===== src/rtl/utf8_codepoint_decoder_assert.svh =====
// assertion macros for the utf8 code point decoder
`ifndef UTF8_CODEPOINT_DECODER_ASSERT_SVH
`define UTF8_CODEPOINT_DECODER_ASSERT_SVH

`ifndef SYNTHESIS

// plain property check, clocked on clk and disabled in reset
`define UCD_ASSERT(lbl, clk, rst, prop, msg) \
   lbl: assert property (@(posedge clk) disable iff (rst) (prop)) else $error(msg);

// same-cycle implication
`define UCD_ASSERT_IMPL(lbl, clk, rst, ante, cons, msg) \
   lbl: assert property (@(posedge clk) disable iff (rst) (ante) |-> (cons)) else $error(msg);

// next-cycle implication
`define UCD_ASSERT_NEXT(lbl, clk, rst, ante, cons, msg) \
   lbl: assert property (@(posedge clk) disable iff (rst) (ante) |=> (cons)) else $error(msg);

`else

`define UCD_ASSERT(lbl, clk, rst, prop, msg)
`define UCD_ASSERT_IMPL(lbl, clk, rst, ante, cons, msg)
`define UCD_ASSERT_NEXT(lbl, clk, rst, ante, cons, msg)

`endif

`endif


===== src/rtl/ucd_pkg.sv =====
// types and constants shared by the utf8 code point decoder
`timescale 1ns / 1ps

package ucd_pkg;

   localparam int unsigned CP_WIDTH  = 21;
   localparam int unsigned DUE_WIDTH = 2;

   localparam logic [7:0] LEAD1_MASK = 8'h80;
   localparam logic [7:0] LEAD2_MASK = 8'hE0;
   localparam logic [7:0] LEAD2_CODE = 8'hC0;
   localparam logic [7:0] LEAD3_MASK = 8'hF0;
   localparam logic [7:0] LEAD3_CODE = 8'hE0;
   localparam logic [7:0] LEAD4_MASK = 8'hF8;
   localparam logic [7:0] LEAD4_CODE = 8'hF0;
   localparam logic [7:0] CONT_MASK  = 8'hC0;
   localparam logic [7:0] CONT_CODE  = 8'h80;
   localparam logic [7:0] LEAD2_BITS = 8'h1F;
   localparam logic [7:0] LEAD3_BITS = 8'h0F;
   localparam logic [7:0] LEAD4_BITS = 8'h07;
   localparam logic [7:0] CONT_BITS  = 8'h3F;

   localparam logic [DUE_WIDTH-1:0] DUE_NONE  = 2'd0;
   localparam logic [DUE_WIDTH-1:0] DUE_ONE   = 2'd1;
   localparam logic [DUE_WIDTH-1:0] DUE_TWO   = 2'd2;
   localparam logic [DUE_WIDTH-1:0] DUE_THREE = 2'd3;

   typedef struct packed {
      logic [7:0] data_byte;
      logic       end_of_text;
   } req_type;

   typedef struct packed {
      logic [CP_WIDTH-1:0] code_point;
      logic                stopped;
      logic                ends_text;
   } rsp_type;

   typedef struct packed {
      logic [CP_WIDTH-1:0]  partial_value;
      logic [DUE_WIDTH-1:0] bytes_still_due;
      logic                 discarding;
   } dec_state_type;

endpackage


===== src/rtl/ucd_step.sv =====
// decode logic for one byte: next decoder state and optional result
`timescale 1ns / 1ps

module ucd_step
   import ucd_pkg::*;
(
   input  dec_state_type state_cur,
   input  req_type       item,
   output dec_state_type state_next,
   output logic          result_valid,
   output rsp_type       result
);

   logic [7:0]          b;
   logic                last;
   logic [CP_WIDTH-1:0] shifted;

   assign b       = item.data_byte;
   assign last    = item.end_of_text;
   assign shifted = {state_cur.partial_value[CP_WIDTH-7:0], b[5:0]};

   always_comb begin
      state_next   = state_cur;
      result_valid = 1'b0;
      result       = '0;
      priority if (state_cur.discarding) begin
         if (last) begin
            state_next = '0;
         end
      end else if (state_cur.bytes_still_due == DUE_NONE) begin
         priority if ((b & LEAD1_MASK) == 8'h00) begin
            state_next        = '0;
            result_valid      = 1'b1;
            result.code_point = {{(CP_WIDTH-8){1'b0}}, b};
            result.ends_text  = last;
         end else if ((b & LEAD2_MASK) == LEAD2_CODE ||
                      (b & LEAD3_MASK) == LEAD3_CODE ||
                      (b & LEAD4_MASK) == LEAD4_CODE) begin
            if (last) begin
               // lead byte with no room left for its continuation
               state_next       = '0;
               result_valid     = 1'b1;
               result.stopped   = 1'b1;
               result.ends_text = 1'b1;
            end else begin
               state_next.discarding = 1'b0;
               priority if ((b & LEAD2_MASK) == LEAD2_CODE) begin
                  state_next.partial_value   = {{(CP_WIDTH-8){1'b0}}, b & LEAD2_BITS};
                  state_next.bytes_still_due = DUE_ONE;
               end else if ((b & LEAD3_MASK) == LEAD3_CODE) begin
                  state_next.partial_value   = {{(CP_WIDTH-8){1'b0}}, b & LEAD3_BITS};
                  state_next.bytes_still_due = DUE_TWO;
               end else begin
                  state_next.partial_value   = {{(CP_WIDTH-8){1'b0}}, b & LEAD4_BITS};
                  state_next.bytes_still_due = DUE_THREE;
               end
            end
         end else begin
            // bad lead byte
            state_next            = '0;
            state_next.discarding = ~last;
            result_valid          = 1'b1;
            result.stopped        = 1'b1;
            result.ends_text      = 1'b1;
         end
      end else if ((b & CONT_MASK) != CONT_CODE) begin
         state_next            = '0;
         state_next.discarding = ~last;
         result_valid          = 1'b1;
         result.stopped        = 1'b1;
         result.ends_text      = 1'b1;
      end else if (state_cur.bytes_still_due == DUE_ONE) begin
         state_next        = '0;
         result_valid      = 1'b1;
         result.code_point = shifted;
         result.ends_text  = last;
      end else if (last) begin
         // text ends mid-form
         state_next       = '0;
         result_valid     = 1'b1;
         result.stopped   = 1'b1;
         result.ends_text = 1'b1;
      end else begin
         state_next.partial_value   = shifted;
         state_next.bytes_still_due = state_cur.bytes_still_due - DUE_ONE;
      end
   end

endmodule


===== src/rtl/utf8_codepoint_decoder.sv =====
// top level of the utf8 code point decoder: input register, decode, result register
`timescale 1ns / 1ps

// Decodes a UTF-8 text presented one byte per item, end_of_text set on its
// last byte, into 21-bit code points. Every byte is registered on entry,
// decoded against the running state combinationally and its result (if any)
// lands in a one-entry result register, so one byte is taken every cycle but
// when a byte with a result waits for room in that register. Bytes that
// complete no code point give no result. A bad lead or continuation byte, or a
// text that ends mid-form, gives one result with stopped and ends_text set and
// code_point zero, and the remaining bytes of that text are dropped. Overlong
// forms and surrogates pass unchecked. Back-pressure on the result side stalls
// only bytes that would produce a result.
module utf8_codepoint_decoder
   import ucd_pkg::*;
(
   input  logic    clock,
   input  logic    reset,
   input  logic    req_valid,
   output logic    req_ready,
   input  req_type req_payload,
   output logic    rsp_valid,
   input  logic    rsp_ready,
   output rsp_type rsp_payload
);

`include "utf8_codepoint_decoder_assert.svh"

   logic          in_valid_ff, in_valid_in;
   req_type       in_item_ff, in_item_in;
   dec_state_type state_ff, state_in;
   logic          out_valid_ff, out_valid_in;
   rsp_type       out_item_ff, out_item_in;

   dec_state_type step_state;
   logic          step_valid;
   rsp_type       step_rsp;
   logic          out_room;
   logic          advance;

   ucd_step u_step (
      .state_cur    (state_ff),
      .item         (in_item_ff),
      .state_next   (step_state),
      .result_valid (step_valid),
      .result       (step_rsp)
   );

   assign out_room  = ~out_valid_ff | rsp_ready;
   // a byte that yields nothing never waits for the result side
   assign advance   = in_valid_ff & (out_room | ~step_valid);
   assign req_ready = ~in_valid_ff | advance;

   always_comb begin
      in_valid_in = in_valid_ff;
      in_item_in  = in_item_ff;
      if (req_ready) begin
         in_valid_in = req_valid;
         in_item_in  = req_payload;
      end
   end

   assign state_in = advance ? step_state : state_ff;

   always_comb begin
      out_valid_in = out_valid_ff;
      out_item_in  = out_item_ff;
      if (advance && step_valid) begin
         out_valid_in = 1'b1;
         out_item_in  = step_rsp;
      end else if (rsp_ready) begin
         out_valid_in = 1'b0;
      end
   end

   always_ff @(posedge clock) begin
      if (reset) begin
         in_valid_ff  <= 1'b0;
         out_valid_ff <= 1'b0;
         state_ff     <= '0;
      end else begin
         in_valid_ff  <= in_valid_in;
         out_valid_ff <= out_valid_in;
         state_ff     <= state_in;
      end
   end

   always_ff @(posedge clock) begin
      in_item_ff  <= in_item_in;
      out_item_ff <= out_item_in;
   end

   assign rsp_valid   = out_valid_ff;
   assign rsp_payload = out_item_ff;

   `UCD_ASSERT_IMPL(a_stop_shape, clock, reset, rsp_valid && rsp_payload.stopped, rsp_payload.code_point == '0 && rsp_payload.ends_text, "stop item must carry zero code point and ends_text")
   `UCD_ASSERT_IMPL(a_discard_clean, clock, reset, state_ff.discarding, state_ff.bytes_still_due == DUE_NONE && state_ff.partial_value == '0, "discarding with partial form held")
   `UCD_ASSERT_NEXT(a_fresh_after_end, clock, reset, advance && in_item_ff.end_of_text, state_ff == '0, "decoder state not cleared after last byte of text")
   `UCD_ASSERT_NEXT(a_result_held, clock, reset, rsp_valid && !rsp_ready, rsp_valid && $stable(rsp_payload), "pending result item lost or changed")
   `UCD_ASSERT_IMPL(a_no_overwrite, clock, reset, advance && step_valid, out_room, "result register overwritten while full")

endmodule


===== config.mk =====
export PLATFORM = sky130hd
export DESIGN_NAME = utf8_codepoint_decoder
export DESIGN_NICKNAME = d
export VERILOG_FILES = /design/src/rtl/ucd_pkg.sv /design/src/rtl/ucd_step.sv /design/src/rtl/utf8_codepoint_decoder.sv
export VERILOG_INCLUDE_DIRS = /design/src /design/src/rtl
export SDC_FILE = /design/constraint.sdc
export NUM_CORES = 1
export LEC_CHECK = 0
export BUFFER_PORTS_ARGS = -buffer_cell sky130_fd_sc_hd__buf_4
export CORE_MARGIN = 2
export CORE_UTILIZATION = 50
export CTS_CLUSTER_DIAMETER = 100
export DETAILED_ROUTE_END_ITERATION = 8
export PLACE_DENSITY = 0.74
export SYNTH_ARGS = -nofsm -noshare
export SYNTH_HDL_FRONTEND = slang
export SYNTH_HIERARCHICAL = 1
export SYNTH_SLANG_ARGS = --single-unit
export TNS_END_PERCENT = 50

===== constraint.sdc =====
create_clock -name clock -period 2.4 [get_ports clock]
set_clock_uncertainty 0.05 [all_clocks]
set_input_delay 0 -clock clock [delete_from_list [all_inputs] [get_ports clock]]
set_output_delay 0 -clock clock [all_outputs]
set_load 0.005 [all_outputs]

==> results of run 1 <==
[report_power, final]
| group | leakage, nW | switching [mW] | internal, mW |
|---|---|---|---|
| Clock | 0.0399 | 0.260 | 0.204 |
| Sequential | 0.480 | 0.0167 | 0.978 |
| Combinational | 0.607 | 0.0714 | 0.0857 |
| Total | 1.13 | 0.348 | 1.27 |
[cell usage in the layout, fill, tap and decap left out, drive strengths merged, types with 2 or more instances in the layout]
cell type	count
dlygate4sd3	11
dfxtp	20
and2	17
ha	2
nor3b	3
nand2b	37
a21oi	5
and3	2
edfxtp	32
nor3	2
nand2	11
o21ai	5
clkbuf	7
buf	44
inv	5
a22o	10
a22oi	2
mux2i	19
nor2	8
nor2b	2
nand3	2
[flip-flops by register name, summed over array words and instances, names as in the netlist]
register,count
rsp_payload,23
in_item_ff,9
in_valid_ff,1
state_ff,18
rsp_valid,1
[per-stage QoR]
step / utilization / total power [mW] / hold slack, ns
after detailed placement: 0.5850 / 1.158 / 0.1295
after CTS: 0.6250 / 1.628 / 0.01414
after floorplan: - / 1.102 / 0.04887
after global placement: 0.5850 / 1.156 / 0.1285
after global routing: 0.6261 / 1.685 / 0.04016
final: 0.6261 / 1.615 / 0.03084
[final cells by class]
cell class | count | area share
Sequential cell | 52 | 0.4573
Multi-Input combinational cell | 139 | 0.3333
Timing Repair Buffer | 55 | 0.1480
Tap cell | 67 | 0.02816
Clock buffer | 7 | 0.02564
Inverter | 5 | 0.006305
Clock inverter | 1 | 0.001261
[worst max-delay path: cells and delay by family (launching register included)]
family                     cells  cell delay, ns
and+or+nand+nor                4            1.06
DFF                            1            0.40
adders and majority gates      1            0.25
buffers and inverters          1            0.06
[timing repair]
| item | in CTS | in global routing |
|---|---|---|
| hold buffers | 11 | 0 |
| endpoints found under the setup margin | 0 | 24 |
| gates resized for setup | 0 | 1 |
| endpoints found under the hold margin | 11 | 0 |
[per-layer routing]
layer,vias to the layer above,global-route usage
met5,-,0
met4,0,0.06151
met3,8,0.04065
met2,45,0.2891
met1,767,0.2158
li1,829,-
[worst max path at each step]
stage / startpoint / end / slack, ns / cells past startpoint
detailed placement: state_ff[1] / rsp_payload[10] / 0.09 / 6
global placement: state_ff[1] / rsp_payload[9] / 0.17 / 6
finish: state_ff[1] / rsp_payload[10] / 0.25 / 6
global route: state_ff[1] / req_ready / 0.08 / 8
floorplan: state_ff[1] / rsp_payload[0] / 0.03 / 9
CTS: state_ff[1] / rsp_payload[7] / 0.08 / 6
==> metrics.md, run 1 <==
| Metric | Value |
|---|---|
| Global-route wire length before repair | `7231 um` |
| Final Cycle Share | `0.8962` |
| R2R Path Start | `state_ff[1]` |
| Startpoint type of the worst setup path | `flip-flop` |
| # clock sinks | `52` |
| Slew margin rel. | `0.6707` |
| Total Die Area | `0.005544 mm^2` |
| Worst R2R Path Depth | `6` |
| Floorplan Core Area | `0.004755 mm^2` |
| I/O pin cnt | `38` |
| Filler cell count in the final layout | `392` |
| Number of nets in the layout | `273` |
| Worst setup path class | `reg2reg` |
| Number of failing hold endpoints at the final stage | `0` |
| Met1 layer wirelength in the final routing | `1984 um` |
| Worst-path clk slew | `0.08 ns` |
| Met2 Routed Length | `2172 um` |
| Horiz. Die Dim | `74.46 um` |
| Count of buffers inserted at the top-level ports | `37` |
| Total wirelength of the detailed-routed design | `4433 um` |
| Violation count after the first detailed-route iteration | `110` |
| GRT Overall Usage | `0.1715` |
| WL met3 | `182 um` |
| Mapped Area | `0.002482 mm^2` |
| Smallest setup slack after layout | `0.2492 ns` |
| Vias in the first global route | `1592` |
| Cell Area, Placed | `0.002781 mm^2` |
| Data arrival time of the worst path | `2.07 ns` |
| Cell at the slowest stage of the critical path | `sky130_fd_sc_hd__and2_4` |
| TritonRoute pass-1 iters | `4` |
| Mean instance size in the synthesized netlist | `11.82 um^2` |
| Cell area after layout | `0.002977 mm^2` |
| Pwr per Cell Area | `542.6 mW/mm^2` |
| Synthesized netlist net count | `225` |
| Max-slew violation count | `0` |
| Placed insts | `307` |
| Total overflow reported by the global router | `0` |
| Largest stage delay on the critical path | `0.42 ns` |
| Post-synthesis instance total | `210` |
| DP Wirelength | `2821 um` |
| Layout cell share with drive strength beyond 1 | `0.2432` |
| Hold Path Sink | `rsp_valid` |
| Worst r2r dst | `rsp_payload[10]` |
| Diodes inserted | `0` |
| Number of synthesis warnings | `6` |
| Unrepaired setup endpoints after global routing | `no` |
| Layout overhead on the synthesized area | `19.91%` |
| Skew-Pair Late Insertion Delay | `0.30 ns` |
| Min cycle time layout | `2.151 ns` |
| Number of max-cap violations | `0` |
| Number of nets still failing antenna checks after routing | `0` |
| Setup Viol. Count Final | `0` |
| Nature of the critical path endpoint | `flip-flop` |
| IR drop worst, VDD | `0.0003201 V` |
| DRC violation count after routing | `0` |
| Routability cong. | `0.8779` |
| Critical Path, Cell by Cell | `inv_1 -> ha_1 -> and4b_1 -> and2_1 -> nor3_2 -> and2_4` |
| Standby leakage power | `1.128 nW` |
| Uppermost signal routing layer after detailed routing | `met4` |
| Worst hold path class | `in2reg` |
| Clock tree buffer depth | `2` |
| Max Fanout on Critical Path | `23` |
| Non-filler instance count after layout | `326` |
| Area of the multi-input gates | `992.2 um^2` |
| Effective utilization at floorplan | `0.5221` |
| Register-to-register setup slack | `0.25 ns` |
| Post-CTS setup buffer count | `0` |
| Vias after detailed routing | `1649` |
| Area used by sequential logic in the layout | `0.001361 mm^2` |
| Drt wl/cell | `13.60 um` |
| Clock Tree Root | `sky130_fd_sc_hd__clkbuf_8` |
| H-tree levels | `2` |
| CTS tree | `done` |
| Final sum of negative setup slack | `0 ns` |
| Tightest Pin Transition | `0.4939 ns` |
| TritonCTS Buffers | `5` |
| Pre-CTS setup slack | `0.09175 ns` |
| Height of the chip | `74.46 um` |
| Run status | `finished clean` |
| Fmax achieved | `0.4649 GHz` |
| Num rows | `25` |
| Worst hold path stage count | `2` |
| Number of antenna violations at the first check in global routing | `0` |
| Worst Path Required | `2.32 ns` |
| Via density per instance | `5.058` |
| Start point of the worst min-delay path | `reset` |
| Pin count of the biggest net entering global routing | `39` |
Power figures use the tool's default switching activity.
==> inputs of run 2 (changes only) <==
--- a/config.mk
+++ b/config.mk
@@ -6,12 +6,14 @@
 export SDC_FILE = /design/constraint.sdc
 export NUM_CORES = 1
 export LEC_CHECK = 0
+export ABC_CLOCK_PERIOD_IN_PS = 2500
 export BUFFER_PORTS_ARGS = -buffer_cell sky130_fd_sc_hd__buf_4
 export CORE_MARGIN = 2
 export CORE_UTILIZATION = 50
 export CTS_CLUSTER_DIAMETER = 100
+export CTS_CLUSTER_SIZE = 14
 export DETAILED_ROUTE_END_ITERATION = 8
-export PLACE_DENSITY = 0.74
+export PLACE_DENSITY = 0.71
 export SYNTH_ARGS = -nofsm -noshare
 export SYNTH_HDL_FRONTEND = slang
 export SYNTH_HIERARCHICAL = 1
==> constraint.sdc (replaced) <==
create_clock -name clock -period 2.5 [get_ports clock]
set_clock_uncertainty 0.05 [all_clocks]
set_input_delay 0 -clock clock [delete_from_list [all_inputs] [get_ports clock]]
set_output_delay 0 -clock clock [all_outputs]
set_load 0.005 [all_outputs]
==> metrics.md, run 2 (same netlist as run 1, synthesis figures left out) <==
| Metric | Value |
|---|---|
| DP Wirelength | `2804 um (was 2821 um)` |
| IR drop worst, VDD | `0.0003410 V (was 0.0003201 V)` |
| Flop pwr share | `0.605 (was 0.616)` |
| Number of max-cap violations | `0 (unchanged)` |
| Final core utilization | `0.6250 (was 0.6261)` |
| Violation count after the first detailed-route iteration | `78 (was 110)` |
| I/O pin cnt | `38 (unchanged)` |
| Portion of total power attributed to the clock network | `0.302 (was 0.287)` |
| # clock sinks | `52 (unchanged)` |
| Vias after detailed routing | `1636 (was 1649)` |
| Total overflow reported by the global router | `0 (unchanged)` |
| H-tree levels | `2 (unchanged)` |
| Height of the chip | `74.46 um (unchanged)` |
| Data arrival time of the worst path | `2.18 ns (was 2.07 ns)` |
| Standby leakage power | `1.124 nW (was 1.128 nW)` |
| Global-route wire length before repair | `7265 um (was 7231 um)` |
| Gate power share | `0.093 (was 0.097)` |
| Number of failing hold endpoints at the final stage | `0 (unchanged)` |
| TritonCTS Buffers | `5 (unchanged)` |
| Num rows | `25 (unchanged)` |
| Floorplan Core Area | `0.004755 mm^2 (unchanged)` |
| Slew margin rel. | `0.6364 (was 0.6707)` |
| Met2 track utilization from global routing | `0.2802 (was 0.2891)` |
| Clock Tree Root | `sky130_fd_sc_hd__clkbuf_8 (unchanged)` |
| Total wirelength of the detailed-routed design | `4425 um (was 4433 um)` |
| Flip-flop count of the largest register after layout | `23 (unchanged)` |
| CTS tree | `done (unchanged)` |
| Final Power | `1.582 mW (was 1.615 mW)` |
| Worst Path Required | `2.42 ns (was 2.32 ns)` |
| Run status | `finished clean (unchanged)` |
| Final Cycle Share | `0.9032 (was 0.8962)` |
| Vias in the first global route | `1507 (was 1592)` |
| Worst-path clk slew | `0.09 ns (was 0.08 ns)` |
| Switching power as a share of total power | `0.2123 (was 0.2153)` |
| Effective utilization at floorplan | `0.5221 (unchanged)` |
| Leading cell type in the layout, fill and taps excluded | `sky130_fd_sc_hd__buf_4 (unchanged)` |
| Layout overhead on the synthesized area | `19.71% (was 19.91%)` |
| Diodes inserted | `0 (unchanged)` |
| Unrepaired setup endpoints after global routing | `no (unchanged)` |
| Routability cong. | `0.8630 (was 0.8779)` |
| Nature of the critical path endpoint | `flip-flop (unchanged)` |
| Clock tree buffer depth | `2 (unchanged)` |
| Final sum of negative setup slack | `0 ns (unchanged)` |
| Met1 capacity usage during global routing | `0.2394 (was 0.2158)` |
| Worst hold slack after final layout | `0.01402 ns (was 0.03084 ns)` |
| Horiz. Die Dim | `74.46 um (unchanged)` |
| Worst hold path class | `in2reg (unchanged)` |
| Skew-Pair Late Insertion Delay | `0.30 ns (about the same)` |
| Max Fanout on Critical Path | `23 (unchanged)` |
| Max-slew violation count | `0 (unchanged)` |
| DRC violation count after routing | `0 (unchanged)` |
| Startpoint type of the worst setup path | `flip-flop (unchanged)` |
| Via density per instance | `5.049 (was 5.058)` |
| Drt wl/cell | `13.66 um (was 13.60 um)` |
| Tightest Pin Transition | `0.5454 ns (was 0.4939 ns)` |
| Smallest setup slack after layout | `0.2419 ns (was 0.2492 ns)` |
| TritonRoute pass-1 iters | `4 (unchanged)` |
| Setup Viol. Count Final | `0 (unchanged)` |
| Min cycle time layout | `2.258 ns (was 2.151 ns)` |
| GRT Overall Usage | `0.1759 (was 0.1715)` |
| Pin count of the biggest net entering global routing | `39 (unchanged)` |
| Total Die Area | `0.005544 mm^2 (unchanged)` |
| Cell internal pwr | `1.246 mW (was 1.267 mW)` |
| Pwr per Cell Area | `532.3 mW/mm^2 (was 542.6 mW/mm^2)` |
| Number of nets still failing antenna checks after routing | `0 (unchanged)` |
| Number of nets in the layout | `271 (was 273)` |
| Grt peak-use layer | `met2 (unchanged)` |
| Layout cell share with drive strength beyond 1 | `0.2412 (was 0.2432)` |
| Worst setup path class | `reg2reg (unchanged)` |
| Switching Power | `0.3359 mW (was 0.3477 mW)` |
| Fmax achieved | `0.4428 GHz (was 0.4649 GHz)` |
| Pre-CTS setup slack | `0.09246 ns (was 0.09175 ns)` |
| Number of antenna violations at the first check in global routing | `0 (unchanged)` |
| Global routing met3 resource utilization | `0.03794 (was 0.04065)` |
| Count of buffers inserted at the top-level ports | `37 (unchanged)` |
| Most frequent cells in the layout | `sky130_fd_sc_hd__buf_4, sky130_fd_sc_hd__nand2b_1, sky130_fd_sc_hd__edfxtp_1 (unchanged)` |
run 2: final cells by class:
type | instances | area (um^2)
fill | 402 | 1783
multi-input combinational | 139 | 992.2
tap | 67 | 83.83
clock buffer | 8 | 90.09
sequential | 52 | 1361
inverter | 5 | 18.77
timing repair buffer | 53 | 425.4
run 2: critical path: stages (launching register included):
cell and delay (ns):
sky130_fd_sc_hd__dfxtp_1 0.41, sky130_fd_sc_hd__inv_1 0.06, sky130_fd_sc_hd__ha_1 0.30, sky130_fd_sc_hd__and4b_1 0.25, sky130_fd_sc_hd__and2_1 0.18, sky130_fd_sc_hd__nor3_2 0.25
sky130_fd_sc_hd__and2_4 0.41
run 2: timing repair:
item	in CTS	in global routing
resized for setup	0	1
setup endpoints to repair	0	24
buffers inserted	0	0
hold buffers	11	0
endpoints found under the hold margin	11	0
run 2: power groups by stage:
stage               Clock (mW)  Combinational, mW  Sequential (mW)
floorplan                    0             0.0844            0.973
global placement             0              0.132            0.976
detailed placement           0              0.134            0.976
CTS                      0.492              0.147            0.957
global route             0.527              0.161            0.960
finish                   0.478              0.147            0.957
run 2: final timing paths:
kind                startpoint             end  slack (ns)  cells past startpoint
hold reg to reg   state_ff[14]    state_ff[14]        0.44                      2
setup reg to reg   state_ff[1]  rsp_payload[8]        0.24                      6
hold / removal           reset       rsp_valid        0.01                      2
setup / recovery   state_ff[1]  rsp_payload[8]        0.24                      6
run 2: routing by layer:
layer	part of all wire	vias up
li1	-	826
met1	0.48	770
met2	0.47	33
met3	0.034	7
met4	0.014	0
met5	0	-
run 2: stage by stage:
step,area (um^2),instances
2_1_floorplan,2484,210
3_3_place_gp,2766,305
3_5_place_dp,2766,305
4_1_cts,2967,324
5_1_grt,2972,324
6_report,2972,324
